==> config.mk <==
export PLATFORM = sky130hd
export DESIGN_NAME = segment_envelope_generator
export DESIGN_NICKNAME = d
export VERILOG_FILES = /design/src/segenv_pkg.sv /design/src/segment_envelope_generator.sv /design/src/segenv_div.sv /design/src/segenv_store.sv
export VERILOG_INCLUDE_DIRS = /design/src /design/src/src
export SDC_FILE = /design/constraint.sdc
export NUM_CORES = 2
export LEC_CHECK = 0
export CORE_AREA = 2 2 493 495
export DETAILED_ROUTE_END_ITERATION = 10
export DIE_AREA = 0 0 495 497
export DONT_BUFFER_PORTS = 1
export PLACE_DENSITY = 0.64
export SLEW_MARGIN = 40
export SYNTH_ARGS = -nofsm -noshare
export SYNTH_HDL_FRONTEND = slang
export SYNTH_SLANG_ARGS = --single-unit
==> constraint.sdc <==
create_clock -name clk -period 8.6 [get_ports clk]
set_clock_uncertainty 0.15 [all_clocks]
set_input_delay 0.86 -clock clk [delete_from_list [all_inputs] [get_ports clk]]
set_output_delay 0.86 -clock clk [all_outputs]
set_load 0.005 [all_outputs]
==> src/assert_macros.svh <==
`ifndef ASSERT_MACROS_SVH
`define ASSERT_MACROS_SVH

// Both macros pick up clk and rst_n from the module that uses them.

// Same-cycle implication.
`define CHK_IMPL(lbl, ante, cons, msg) \
  lbl: assert property (@(posedge clk) disable iff (!rst_n) (ante) |-> (cons)) \
    else $error(msg);

// Next-cycle implication.
`define CHK_NEXT(lbl, ante, cons, msg) \
  lbl: assert property (@(posedge clk) disable iff (!rst_n) (ante) |=> (cons)) \
    else $error(msg);

`endif

==> src/segenv_pkg.sv <==
package segenv_pkg;

  localparam int MAX_SEGMENTS_DEF = 16;
  localparam int LEVEL_BITS_DEF   = 16;
  localparam int SLOPE_SHIFT      = 16;
  localparam int ADSR_SUSTAIN     = 2;

  localparam int CMD_W       = 3;
  localparam int IDX_W       = 4;
  localparam int DAC_W       = 16;
  localparam int COUNT_W     = 15;
  localparam int SEG_W       = 5;
  localparam int CFG_DATA_W  = 5;
  localparam int CFG_INDEX_W = 2;

  localparam logic [CMD_W-1:0] CMD_TICK    = 3'd0;
  localparam logic [CMD_W-1:0] CMD_LOAD    = 3'd1;
  localparam logic [CMD_W-1:0] CMD_RESTART = 3'd2;
  localparam logic [CMD_W-1:0] CMD_RELEASE = 3'd3;
  localparam logic [CMD_W-1:0] CMD_STOP    = 3'd4;

  localparam logic [CFG_INDEX_W-1:0] REG_SEG_COUNT = 2'd0;
  localparam logic [CFG_INDEX_W-1:0] REG_REPEAT    = 2'd1;
  localparam logic [CFG_INDEX_W-1:0] REG_ADSR      = 2'd2;

  typedef struct packed {
    logic [CMD_W-1:0]   command;
    logic [IDX_W-1:0]   load_index;
    logic [DAC_W-1:0]   start_level;
    logic [DAC_W-1:0]   final_level;
    logic [COUNT_W-1:0] step_total;
    logic [COUNT_W-1:0] ticks_per_step;
  } in_word_t;

  typedef struct packed {
    logic               write_strobe;
    logic [DAC_W-1:0]   dac_value;
    logic [SEG_W-1:0]   active_segment;
    logic               finished;
    logic               end_event;
    logic               restarted;
  } out_word_t;

  // last-written store update
  typedef struct packed {
    logic set;
    logic clear;
  } lw_cmd_t;

endpackage

==> src/segment_envelope_generator.sv <==
// Tick: table read, slope multiply (ST_MUL), update (ST_UPD); next word taken after commit.
// Load to a valid index: waits in ST_DIV on the one-bit-a-cycle slope divider, then updates.
// Restart, release, stop, unused codes and out-of-range loads go straight to the update.
// Result is registered; the next word is taken while it waits, the update stalls until free.
// Synchronous active-low reset clears counters, pointer, flags and last-written levels at
// once and sets attack; segment table is undefined until loaded and has no clearing pass.
`include "assert_macros.svh"

module segment_envelope_generator
  import segenv_pkg::*;
#(
  parameter int MAX_SEGMENTS = MAX_SEGMENTS_DEF,
  parameter int LEVEL_BITS   = LEVEL_BITS_DEF
) (
  input  logic                   clk,
  input  logic                   rst_n,
  input  logic                   in_valid,
  output logic                   in_ready,
  input  in_word_t               in_data,
  output logic                   out_valid,
  input  logic                   out_ready,
  output out_word_t              out_data,
  input  logic                   cfg_we,
  input  logic [CFG_INDEX_W-1:0] cfg_index,
  input  logic [CFG_DATA_W-1:0]  cfg_wdata
);

  localparam int AW = $clog2(MAX_SEGMENTS);
  localparam int LW = LEVEL_BITS;
  localparam int SW = LEVEL_BITS + SLOPE_SHIFT;
  localparam int MW = COUNT_W + SW;

  typedef enum logic [1:0] {ST_IDLE, ST_MUL, ST_DIV, ST_UPD} state_t;

  state_t             state_r;
  in_word_t           item_r;
  logic [LW-1:0]      prod_r;
  logic               out_valid_r;
  out_word_t          out_word_r;
  out_word_t          out_nxt;
  logic [COUNT_W-1:0] step_r, step_nxt;
  logic [COUNT_W-1:0] hold_r, hold_nxt;
  logic [SEG_W-1:0]   ptr_r, ptr_nxt;
  logic               stopped_r, stopped_nxt;
  logic               attack_r, attack_nxt;
  logic               endrep_r, endrep_nxt;
  logic [SEG_W-1:0]   seg_count_r;
  logic               repeat_r;
  logic               adsr_r;

  logic               commit;
  logic               load_ok_in;
  logic               load_ok;
  logic               div_start;
  logic               div_done;
  logic [SW-1:0]      div_q;
  logic [LW-1:0]      b_in, e_in, diff_in;
  logic [COUNT_W-1:0] st_in;
  logic [LW-1:0]      b_ld, e_ld;
  logic [COUNT_W-1:0] st_ld;

  logic [LW-1:0]      rd_start, rd_final, rd_lw;
  logic [COUNT_W-1:0] rd_steps, rd_hold;
  logic [SW-1:0]      rd_slope;
  logic               rd_falling;
  logic               seg_we;
  lw_cmd_t            lw_cmd, lw_cmd_g;
  logic [AW-1:0]      lw_waddr;

  logic [MW-1:0]      mult;
  logic [SEG_W-1:0]   lim_cur;
  logic [LW-1:0]      level;
  logic [COUNT_W-1:0] hold_eff;
  logic [COUNT_W:0]   hold_inc, step_inc;

  function automatic logic [SEG_W-1:0] seg_limit(input logic [SEG_W-1:0] cnt,
                                                 input logic adsr, input logic attack);
    logic [SEG_W-1:0] n;
    n = (int'(cnt) > MAX_SEGMENTS) ? SEG_W'(MAX_SEGMENTS) : cnt;
    if (adsr && attack && n > SEG_W'(ADSR_SUSTAIN)) begin
      n = SEG_W'(ADSR_SUSTAIN);
    end
    return n;
  endfunction

  // slope division is kicked off straight from the incoming word
  assign b_in       = LW'(in_data.start_level);
  assign e_in       = LW'(in_data.final_level);
  assign diff_in    = (e_in >= b_in) ? e_in - b_in : b_in - e_in;
  assign st_in      = (in_data.step_total == '0) ? COUNT_W'(1) : in_data.step_total;
  assign load_ok_in = int'(in_data.load_index) < MAX_SEGMENTS;
  assign in_ready   = (state_r == ST_IDLE);
  assign div_start  = in_ready && in_valid && in_data.command == CMD_LOAD && load_ok_in;

  segenv_div #(
    .DIVIDEND_W(SW)
  ) u_div (
    .clk      (clk),
    .rst_n    (rst_n),
    .start    (div_start),
    .dividend ({diff_in, {SLOPE_SHIFT{1'b0}}}),
    .divisor  (st_in),
    .done     (div_done),
    .quotient (div_q)
  );

  assign b_ld    = LW'(item_r.start_level);
  assign e_ld    = LW'(item_r.final_level);
  assign st_ld   = (item_r.step_total == '0) ? COUNT_W'(1) : item_r.step_total;
  assign load_ok = int'(item_r.load_index) < MAX_SEGMENTS;

  assign commit   = (state_r == ST_UPD) && (!out_valid_r || out_ready);
  assign lw_cmd_g = commit ? lw_cmd : '0;

  // Reads follow the pointer every cycle. Writes land only on the commit edge and the
  // next word is accepted only from ST_IDLE after it, so reads never see stale data.
  segenv_store #(
    .MAX_SEGMENTS(MAX_SEGMENTS),
    .LEVEL_BITS  (LEVEL_BITS)
  ) u_store (
    .clk        (clk),
    .rst_n      (rst_n),
    .rd_addr    (AW'(ptr_r)),
    .seg_we     (seg_we && commit),
    .seg_waddr  (AW'(item_r.load_index)),
    .wr_start   (b_ld),
    .wr_final   (e_ld),
    .wr_steps   (st_ld),
    .wr_hold    (item_r.ticks_per_step),
    .wr_slope   (div_q),
    .wr_falling (e_ld < b_ld),
    .rd_start   (rd_start),
    .rd_final   (rd_final),
    .rd_steps   (rd_steps),
    .rd_hold    (rd_hold),
    .rd_slope   (rd_slope),
    .rd_falling (rd_falling),
    .lw_cmd     (lw_cmd_g),
    .lw_waddr   (lw_waddr),
    .lw_wdata   (level),
    .lw_rdata   (rd_lw)
  );

  assign mult     = MW'(step_r) * MW'(rd_slope);
  assign lim_cur  = seg_limit(seg_count_r, adsr_r, attack_r);
  assign hold_eff = (rd_hold == '0) ? COUNT_W'(1) : rd_hold;
  assign hold_inc = {1'b0, hold_r} + (COUNT_W+1)'(1);
  assign step_inc = {1'b0, step_r} + (COUNT_W+1)'(1);

  always_comb begin
    if (step_r >= rd_steps) begin
      level = rd_final;
    end else if (rd_falling) begin
      level = rd_start - prod_r;
    end else begin
      level = rd_start + prod_r;
    end
  end

  always_comb begin
    step_nxt    = step_r;
    hold_nxt    = hold_r;
    ptr_nxt     = ptr_r;
    stopped_nxt = stopped_r;
    attack_nxt  = attack_r;
    endrep_nxt  = endrep_r;
    out_nxt     = '0;
    seg_we      = 1'b0;
    lw_cmd      = '0;
    lw_waddr    = AW'(ptr_r);

    case (item_r.command)
      CMD_TICK: begin
        if (!stopped_r) begin
          if (ptr_r < lim_cur) begin
            out_nxt.write_strobe = (level != rd_lw);
            out_nxt.dac_value    = DAC_W'(level);
            if (hold_inc >= {1'b0, hold_eff}) begin
              hold_nxt = '0;
              if (step_inc >= {1'b0, rd_steps}) begin
                step_nxt     = '0;
                ptr_nxt      = ptr_r + SEG_W'(1);
                lw_cmd.clear = 1'b1;
              end else begin
                step_nxt   = step_inc[COUNT_W-1:0];
                lw_cmd.set = 1'b1;
              end
            end else begin
              hold_nxt   = hold_inc[COUNT_W-1:0];
              lw_cmd.set = 1'b1;
            end
          end
          if (ptr_nxt >= lim_cur) begin
            out_nxt.finished = 1'b1;
            if (repeat_r) begin
              step_nxt          = '0;
              hold_nxt          = '0;
              ptr_nxt           = '0;
              stopped_nxt       = 1'b0;
              endrep_nxt        = 1'b0;
              attack_nxt        = 1'b1;
              out_nxt.restarted = 1'b1;
            end else if (!endrep_r && !(adsr_r && attack_r)) begin
              endrep_nxt        = 1'b1;
              out_nxt.end_event = 1'b1;
            end
          end
        end
      end
      CMD_LOAD: begin
        if (load_ok) begin
          seg_we       = 1'b1;
          lw_cmd.clear = 1'b1;
          lw_waddr     = AW'(item_r.load_index);
          if ({1'b0, item_r.load_index} == ptr_r) begin
            step_nxt = '0;
            hold_nxt = '0;
          end
        end
      end
      CMD_RESTART: begin
        step_nxt          = '0;
        hold_nxt          = '0;
        ptr_nxt           = '0;
        stopped_nxt       = 1'b0;
        endrep_nxt        = 1'b0;
        attack_nxt        = 1'b1;
        out_nxt.restarted = 1'b1;
      end
      CMD_RELEASE: attack_nxt  = 1'b0;
      CMD_STOP:    stopped_nxt = 1'b1;
      default: ;
    endcase

    if (item_r.command != CMD_TICK) begin
      out_nxt.finished = ptr_nxt >= seg_limit(seg_count_r, adsr_r, attack_nxt);
    end
    out_nxt.active_segment = ptr_nxt;
  end

  always_ff @(posedge clk) begin
    if (!rst_n) begin
      state_r     <= ST_IDLE;
      out_valid_r <= 1'b0;
      step_r      <= '0;
      hold_r      <= '0;
      ptr_r       <= '0;
      stopped_r   <= 1'b0;
      attack_r    <= 1'b1;
      endrep_r    <= 1'b0;
      seg_count_r <= '0;
      repeat_r    <= 1'b0;
      adsr_r      <= 1'b0;
    end else begin
      if (cfg_we) begin
        unique case (cfg_index)
          REG_SEG_COUNT: seg_count_r <= cfg_wdata[SEG_W-1:0];
          REG_REPEAT:    repeat_r    <= cfg_wdata[0];
          REG_ADSR:      adsr_r      <= cfg_wdata[0];
          default: ;
        endcase
      end
      if (out_valid_r && out_ready && !commit) begin
        out_valid_r <= 1'b0;
      end
      unique case (state_r)
        ST_IDLE: begin
          if (in_valid) begin
            item_r <= in_data;
            if (in_data.command == CMD_TICK) begin
              state_r <= ST_MUL;
            end else if (div_start) begin
              state_r <= ST_DIV;
            end else begin
              state_r <= ST_UPD;
            end
          end
        end
        ST_MUL: begin
          prod_r  <= mult[SLOPE_SHIFT +: LW];
          state_r <= ST_UPD;
        end
        ST_DIV: begin
          if (div_done) begin
            state_r <= ST_UPD;
          end
        end
        ST_UPD: begin
          if (commit) begin
            state_r     <= ST_IDLE;
            out_valid_r <= 1'b1;
            out_word_r  <= out_nxt;
            step_r      <= step_nxt;
            hold_r      <= hold_nxt;
            ptr_r       <= ptr_nxt;
            stopped_r   <= stopped_nxt;
            attack_r    <= attack_nxt;
            endrep_r    <= endrep_nxt;
          end
        end
        default: state_r <= ST_IDLE;
      endcase
    end
  end

  assign out_valid = out_valid_r;
  assign out_data  = out_word_r;

  `CHK_NEXT(a_one_word, in_valid && in_ready, !in_ready, "second word taken mid-update")
  `CHK_IMPL(a_div_state, div_done, state_r == ST_DIV, "divide finished outside load")
  `CHK_IMPL(a_end_fin, out_valid && out_data.end_event, out_data.finished, "end without finish")
  `CHK_IMPL(a_restart_clean, out_valid && out_data.restarted, out_data.active_segment == '0 && !out_data.end_event, "restart left pointer or end pulse")

endmodule

==> src/segenv_div.sv <==
`include "assert_macros.svh"

module segenv_div
  import segenv_pkg::*;
#(
  parameter int DIVIDEND_W = LEVEL_BITS_DEF + SLOPE_SHIFT
) (
  input  logic                  clk,
  input  logic                  rst_n,
  input  logic                  start,
  input  logic [DIVIDEND_W-1:0] dividend,
  input  logic [COUNT_W-1:0]    divisor,
  output logic                  done,
  output logic [DIVIDEND_W-1:0] quotient
);

  localparam int CNT_W = $clog2(DIVIDEND_W + 1);

  logic                  busy_r;
  logic                  done_r;
  logic [CNT_W-1:0]      cnt_r;
  logic [COUNT_W-1:0]    rem_r;
  logic [COUNT_W-1:0]    div_r;
  logic [DIVIDEND_W-1:0] dq_r;     // dividend shifts out, quotient shifts in

  logic [COUNT_W:0] trial;
  logic [COUNT_W:0] trial_sub;
  logic             ge;

  assign trial     = {rem_r, dq_r[DIVIDEND_W-1]};
  assign ge        = trial >= {1'b0, div_r};
  assign trial_sub = trial - {1'b0, div_r};

  always_ff @(posedge clk) begin
    if (!rst_n) begin
      busy_r <= 1'b0;
      done_r <= 1'b0;
      cnt_r  <= '0;
    end else begin
      done_r <= 1'b0;
      if (start) begin
        busy_r <= 1'b1;
        cnt_r  <= CNT_W'(DIVIDEND_W);
      end else if (busy_r) begin
        cnt_r <= cnt_r - CNT_W'(1);
        if (cnt_r == CNT_W'(1)) begin
          busy_r <= 1'b0;
          done_r <= 1'b1;
        end
      end
    end
  end

  always_ff @(posedge clk) begin
    if (start) begin
      rem_r <= '0;
      div_r <= divisor;
      dq_r  <= dividend;
    end else if (busy_r) begin
      rem_r <= ge ? trial_sub[COUNT_W-1:0] : trial[COUNT_W-1:0];
      dq_r  <= {dq_r[DIVIDEND_W-2:0], ge};
    end
  end

  assign done     = done_r;
  assign quotient = dq_r;

  `CHK_IMPL(a_start_idle, start, !busy_r, "divide started while busy")

endmodule

==> src/segenv_store.sv <==
module segenv_store
  import segenv_pkg::*;
#(
  parameter int MAX_SEGMENTS = MAX_SEGMENTS_DEF,
  parameter int LEVEL_BITS   = LEVEL_BITS_DEF,
  localparam int AW = $clog2(MAX_SEGMENTS),
  localparam int LW = LEVEL_BITS,
  localparam int SW = LEVEL_BITS + SLOPE_SHIFT
) (
  input  logic               clk,
  input  logic               rst_n,
  // both stores are read at the same address every cycle
  input  logic [AW-1:0]      rd_addr,
  input  logic               seg_we,
  input  logic [AW-1:0]      seg_waddr,
  input  logic [LW-1:0]      wr_start,
  input  logic [LW-1:0]      wr_final,
  input  logic [COUNT_W-1:0] wr_steps,
  input  logic [COUNT_W-1:0] wr_hold,
  input  logic [SW-1:0]      wr_slope,
  input  logic               wr_falling,
  output logic [LW-1:0]      rd_start,
  output logic [LW-1:0]      rd_final,
  output logic [COUNT_W-1:0] rd_steps,
  output logic [COUNT_W-1:0] rd_hold,
  output logic [SW-1:0]      rd_slope,
  output logic               rd_falling,
  input  lw_cmd_t            lw_cmd,
  input  logic [AW-1:0]      lw_waddr,
  input  logic [LW-1:0]      lw_wdata,
  output logic [LW-1:0]      lw_rdata
);

  typedef struct packed {
    logic [LW-1:0]      start_lvl;
    logic [LW-1:0]      fin_lvl;
    logic [COUNT_W-1:0] steps;
    logic [COUNT_W-1:0] hold;
    logic [SW-1:0]      slope;
    logic               falling;
  } entry_t;

  entry_t            seg_mem [MAX_SEGMENTS];
  entry_t            seg_q_r;
  logic [LW-1:0]     lw_mem [MAX_SEGMENTS];
  logic [LW-1:0]     lw_q_r;
  logic [MAX_SEGMENTS-1:0] lw_vld_r;
  logic              lw_vq_r;

  always_ff @(posedge clk) begin
    if (seg_we) begin
      seg_mem[seg_waddr] <= '{start_lvl: wr_start, fin_lvl: wr_final, steps: wr_steps,
                              hold: wr_hold, slope: wr_slope, falling: wr_falling};
    end
    seg_q_r <= seg_mem[rd_addr];
  end

  always_ff @(posedge clk) begin
    if (lw_cmd.set) begin
      lw_mem[lw_waddr] <= lw_wdata;
    end
    lw_q_r <= lw_mem[rd_addr];
  end

  // an entry without its valid bit reads as zero
  always_ff @(posedge clk) begin
    if (!rst_n) begin
      lw_vld_r <= '0;
      lw_vq_r  <= 1'b0;
    end else begin
      if (lw_cmd.set) begin
        lw_vld_r[lw_waddr] <= 1'b1;
      end else if (lw_cmd.clear) begin
        lw_vld_r[lw_waddr] <= 1'b0;
      end
      lw_vq_r <= lw_vld_r[rd_addr];
    end
  end

  assign rd_start   = seg_q_r.start_lvl;
  assign rd_final   = seg_q_r.fin_lvl;
  assign rd_steps   = seg_q_r.steps;
  assign rd_hold    = seg_q_r.hold;
  assign rd_slope   = seg_q_r.slope;
  assign rd_falling = seg_q_r.falling;
  assign lw_rdata   = lw_vq_r ? lw_q_r : '0;

endmodule
# Word level (Yosys, flattened, before mapping)
# Memory sizes are Yosys's and may differ from the RTL's. A register that Yosys moved wholly into a read port is not among the register bits.
# Cells that the tools add are included.
[totals] regBits=245 latchBits=0 ram_bits=1776 mem_bits_ro=0 input_bits=81 output_inout_bits=27 word_cells=224 memories=2
[memory_table] name="u_store.seg_mem" depth=16 width=95 rd=1 rd_ports_with_merged_regs=1 write_ports=1 line="segenv_store.sv:43" source="entry_t seg_mem [MAX_SEGMENTS];"
[memory_table] name="u_store.lw_mem" depth=16 width=16 rd=1 rd_ports_with_merged_regs=1 write_ports=1 line="segenv_store.sv:45" source="logic [LW-1:0] lw_mem [MAX_SEGMENTS];"
[classes] add_sub_neg=9 n_mul=1 div_mod_pow=0 n_lt_le_gt_ge=14 eq_ne=20 shifts=0 muxes=91 n_bitwise=8 reduce_logical=45
[op_table] op="$mux 15" n=15
[op_table] op="$mux 16" n=6
[op_table] op="$pmux 15 s3" n=2
[op_table] op="$mux 32" n=2
[op_table] op="$mux 5" n=12
[op_table] op="$ge 16x15->1" n=3
[op_table] op="$sub 16x16->16" n=3
[op_table] op="$logic_not 15->1" n=3
[op_table] op="$add 15x1->16 const B" n=2
[op_table] op="$mul 15x32->32" n=1
[op_table] op="$mux 1" n=32
[op_table] op="$add 16x16->16" n=1
[op_table] op="$and 16x16->16" n=1
[op_table] op="$ge 16x16->1" n=1
[op_table] op="$lt 16x16->1" n=1
[op_table] op="$mux 2" n=8
[op_table] op="$ne 16x16->1" n=1
[op_table] op="$not 16->16" n=1
[op_table] op="$or 16x16->16" n=1
[op_table] op="$ge 15x15->1" n=1
[op_table] op="$sub 15x15->15" n=1
[op_table] op="$logic_and 1x1->1" n=12
[op_table] op="$mux 6" n=2
[op_table] op="$reduce_and 3->1" n=4
[op_table] op="other kinds (39)" n=72

# Depth between registers and ports, before layout
[logic_depth] depth_word=19 mapped_depth=41 depth_no_buf=37

# Cells and area by module
# Synthesis repeated with hierarchy kept, for this count alone.
[hier_totals] hier_cells=5713 area_unflattened_um2=95312.7
[modules_own_cells] mod="segenv_store" instances=1 cells_each=2955 area_per_inst_um2=69564.2 seq_area_each_um2=55893.6
[modules_own_cells] mod="segment_envelope_generator" instances=1 cells_each=2415 area_per_inst_um2=21966.1 seq_area_each_um2=4264.1
[modules_own_cells] mod="segenv_div" instances=1 cells_each=343 area_per_inst_um2=3782.4 seq_area_each_um2=1871.8

# Worst setup path before layout
# Ideal clock, no wire load.
[synth_path] kind="input-to-reg" from="input port out_ready" to="memory u_store.seg_mem[12][0] in the netlist's numbering (enable)" setup_ps=665 arrival_ps=7912 required_ps=7785 path_slack_ps=-127 cell_stages=5 n_path_buf=0 path_cell_list="nand2b_1 > nand2_1 > nor2_1 > nand3_1 > nor3_1"
[synth_via] elab_chain_len=5
[synth_lines] element="start: declaration" line="segment_envelope_generator.sv:21" source="input logic out_ready,"
[synth_lines] element="$logic_or 1x1->1" line="segment_envelope_generator.sv:112" source="assign commit = (state_r == ST_UPD) && (!out_valid_r || out_ready);"
[synth_lines] element="$logic_and 1x1->1" line="segment_envelope_generator.sv:112"
[synth_lines] element="$logic_and 1x1->1" line="segment_envelope_generator.sv:124" source=".seg_we (seg_we && commit),"
[synth_lines] element="$mux 1" line="segenv_store.sv:51" source="if (seg_we) begin"
[synth_lines] element="$mux 1 (not written as such)" line="segenv_store.sv:52" source="seg_mem[seg_waddr] <= '{start_lvl: wr_start, fin_lvl: wr_final, steps: wr_steps,"
[synth_lines] element="end: declaration" line="segenv_store.sv:43"
# No other way between the ends.

==> reports/summary.txt <==
Status -> completed
Static leakage -> 36.07 nW
CTS tree -> yes
XOR/XNOR Fraction of Synth Area -> 1.218%
Post-DP Area -> 100,200 sq um
Critical Path Slowest Stage Cell -> a21oi_1
Total I/O pin count -> 108
Worst slew pin tran -> 879.2 ps
Final WL -> 247,200 um
Largest family of logic cells by synthesized area -> multiplexers
Clock Path Buffers -> 3
Max Clock Freq -> 124.9 MHz
TritonCTS buffer count -> 210
Largest net degree at the start of global routing -> 110
H-tree Lvls -> 4
RePlAce Congestion -> 0.8627
HP Class -> input pin to flop
Max-Cap Viols -> 0
Synthesis-to-finish area growth -> 13.17%
Peak supply drop -> 0.0001726 V
Setup tns final -> 0 ps
Unique masters post-synth -> 77
Synth Area in Adders -> 8.740%
Nets -> 6,899
FILL cells -> 20,830
Share of post-route cells with drive strength above 1 -> 13.20%
CP most frequent cell -> a21oi_1
Yosys top cell area share -> 60.18%
Post-synth EDFFs -> 1,917
Rows -> 180
Antenna violations before repair -> 21
Multiplexer share of the synthesized area -> 10.81%
Unrepaired setup endpoints after global routing -> false
CTS Root Cell -> clkbuf_16
Cell Pwr Density -> 209.9 nW/um^2
Final-report max-slew violation count -> 0
Rel. slew slack -> 41.39%
Die X -> 495 um
Synth Flop Type -> edfxtp_1
Final instance area -> 108,200 sq um
Drt first pass iters -> 6
Vias -> 54,550
Yosys reg bits -> 2,132
Cells after Synth -> 6,257
Initial DRC Count -> 5,641
Reg clk slew, reported paths -> 60 ps
Simple-gate portion of the synthesized area -> 5.236%
Sinks on the clock net -> 2,132
YS warnings -> 0
Tcrit/Tclk final -> 93.07%
Remaining Overflow, GRT -> 0
Syn nets -> 6,831
Die H -> 497 um
Worst path required time -> 9020 ps
Hold Fails Final Rpt -> 0
Final min period -> 8004 ps
Core ar. -> 240,100 sq um
Number of global-route vias before repair -> 54,860
# setup viols final -> 0
Synth Area in Compound Gates -> 6.536%
Post-synth ARST share -> 0%
Smallest hold slack -> 79.01 ps
Setup bufs post-CTS -> 0
Worst Path Arrival -> 8430 ps
Global-route usage over all layers -> 19.91%
Synth area leaders -> edfxtp_1 (60%), fa_1 (6.1%), mux4_2 (5.3%)
Crit. End Element -> flop
First-pass GRT wire length -> 364,900 um
Die footprint -> 246,000 sq um
Sequential Area -> 61,890 sq um
CP Class -> flop to flop
Sequential element share of the synthesized area -> 64.68%
Post-synth top area cell -> edfxtp_1
Port bufs -> 0
DRT antenna net count -> 0
Syn_area_per_cell -> 15.29 sq um
Critical Path Start Type -> flop
Power consumption -> 22.72 mW
# DRC -> 0
Via density -> 5.622
Critical Path Fanout Max -> 14
DP HPWL -> 142,300 um
Starting density of the core -> 39.84%
Max incr delay on CP -> 600 ps
Mapped Area -> 95,650 sq um
Multi-input logic area -> 31,350 sq um
Worst-Skew Late Latency -> 900 ps
Routed length per placed instance -> 25.48 um
==> cells in the final DEF (no fill, tap or decap), types with 94 or more instances in the layout <==
master | Yosys | routed
o21ai_0 | 355 | 353
ha_1 | 201 | 201
mux2i_1 | 384 | 383
mux2_2 | 123 | 123
a21oi_1 | 222 | 221
a221oi_1 | 112 | 112
edfxtp_1 | 1917 | 1917
fa_1 | 292 | 292
dfxtp_1 | 215 | 208
nand2_1 | 449 | 448
xnor2_1 | 94 | 94
nor2_1 | 196 | 181
and2_1 | 162 | 161
clkbuf_16 | 0 | 212
mux4_2 | 227 | 227
a22oi_1 | 126 | 126
inv_1 | 360 | 357
==> kinds of logic (layout without fill, tap and decap cells) <==
logic type	Yosys count	in the layout
AOI/OAI and AO/OA	998	998
xor gates and xnor gates	133	133
adders and majority gates	493	493
buffers and inverters	704	962
DFF	2132	2132
muxes	734	734
other	0	3
and+or+nand+nor	1063	1063
==> cells in the mapped netlist (24+ instances only) <==
library cell,number
edfxtp_1,1917
nand2_1,449
mux2i_1,384
inv_1,360
o21ai_0,355
fa_1,292
clkbuf_1,269
mux4_2,227
a21oi_1,222
dfxtp_1,215
ha_1,201
nor2_1,196
and2_1,162
a22oi_1,126
mux2_2,123
a221oi_1,112
xnor2_1,94
buf_1,64
nand3_1,44
xor2_1,39
nor3_1,38
a21o_1,33
nand2b_1,32
nor2b_1,28
o211ai_1,24
==> report_power, final <==
part	leakage [nW]	internal [mW]	total (mW)	switching (mW)
combinational	13.5	0.370	1.03	0.657
clock	3.50	5.50	9.48	3.98
sequential	19.1	11.8	12.2	0.400
total	36.1	17.7	22.7	5.04
==> worst max-delay path: cells and delay by family (launching register included) <==
kind            cells  cell delay [ps]
xor+xnor            1              230
mux                 1              390
flops               1              420
buf+inv             1              280
fa+ha+maj           4             1140
simple gates       12             2510
compound gates     14             2550
==> registers in the layout, summed over array words and instances, names as in the netlist, 16 cells and up, named ones only <==
name              cells
u_store.seg_mem    1520
u_store.lw_mem      256
item_r               37
u_div.quotient       32
u_store.rd_slope     32
out_data             25
b_ld                 16
e_ld                 16
prod_r               16
u_store.lw_q_r       16
u_store.rd_final     16
u_store.rd_start     16
==> area by class of cell <==
type	instances	area share (%)
sequential	2132	57.17
multi-input combinational	3421	28.96
clock buffer	304	5.460
tap	3185	3.681
timing repair buffer	200	2.235
inverter	360	1.248
clock inverter	98	1.234
antenna	3	0.006935
==> path summary, 6_finish.rpt <==
check	start	endpoint	slack, ps	cells past startpoint
setup / recovery	hold_r[0]$_SDFFE_PN0P_	out_data[2]$_DFFE_PP_	600	33
hold / removal	cfg_wdata[0]	repeat_r$_SDFFE_PN0P_	80	2
setup reg to reg	hold_r[0]$_SDFFE_PN0P_	out_data[2]$_DFFE_PP_	600	33
hold reg to reg	u_div.rem_r[8]$_SDFFE_PP0P_	u_div.rem_r[8]$_SDFFE_PP0P_	330	2
==> repair_timing <==
item | CTS | global route
resized for setup | 0 | 1
endpoints found under the hold margin | 88 | 0
hold buffers | 74 | 0
endpoints found under the setup margin | 0 | 1
==> per-layer routing <==
metal  track usage [%]  routed length, um
met1             28.74             107900
met2             31.23             115700
met3             3.507              18420
met4             4.968               5216
met5                 0                 52
==> stage by stage <==
step | setup slack (ps) | std cells | utilization, %
finish | 596.0 | 9703 | 45.09
global route | 48.63 | 9702 | 45.09
CTS | 537.3 | 9699 | 45.07
detailed placement | 623.1 | 9223 | 41.74
global placement | 683.2 | 9199 | 41.46
floorplan | 1581 | 6257 | -
(Power assumes the default switching activity.)
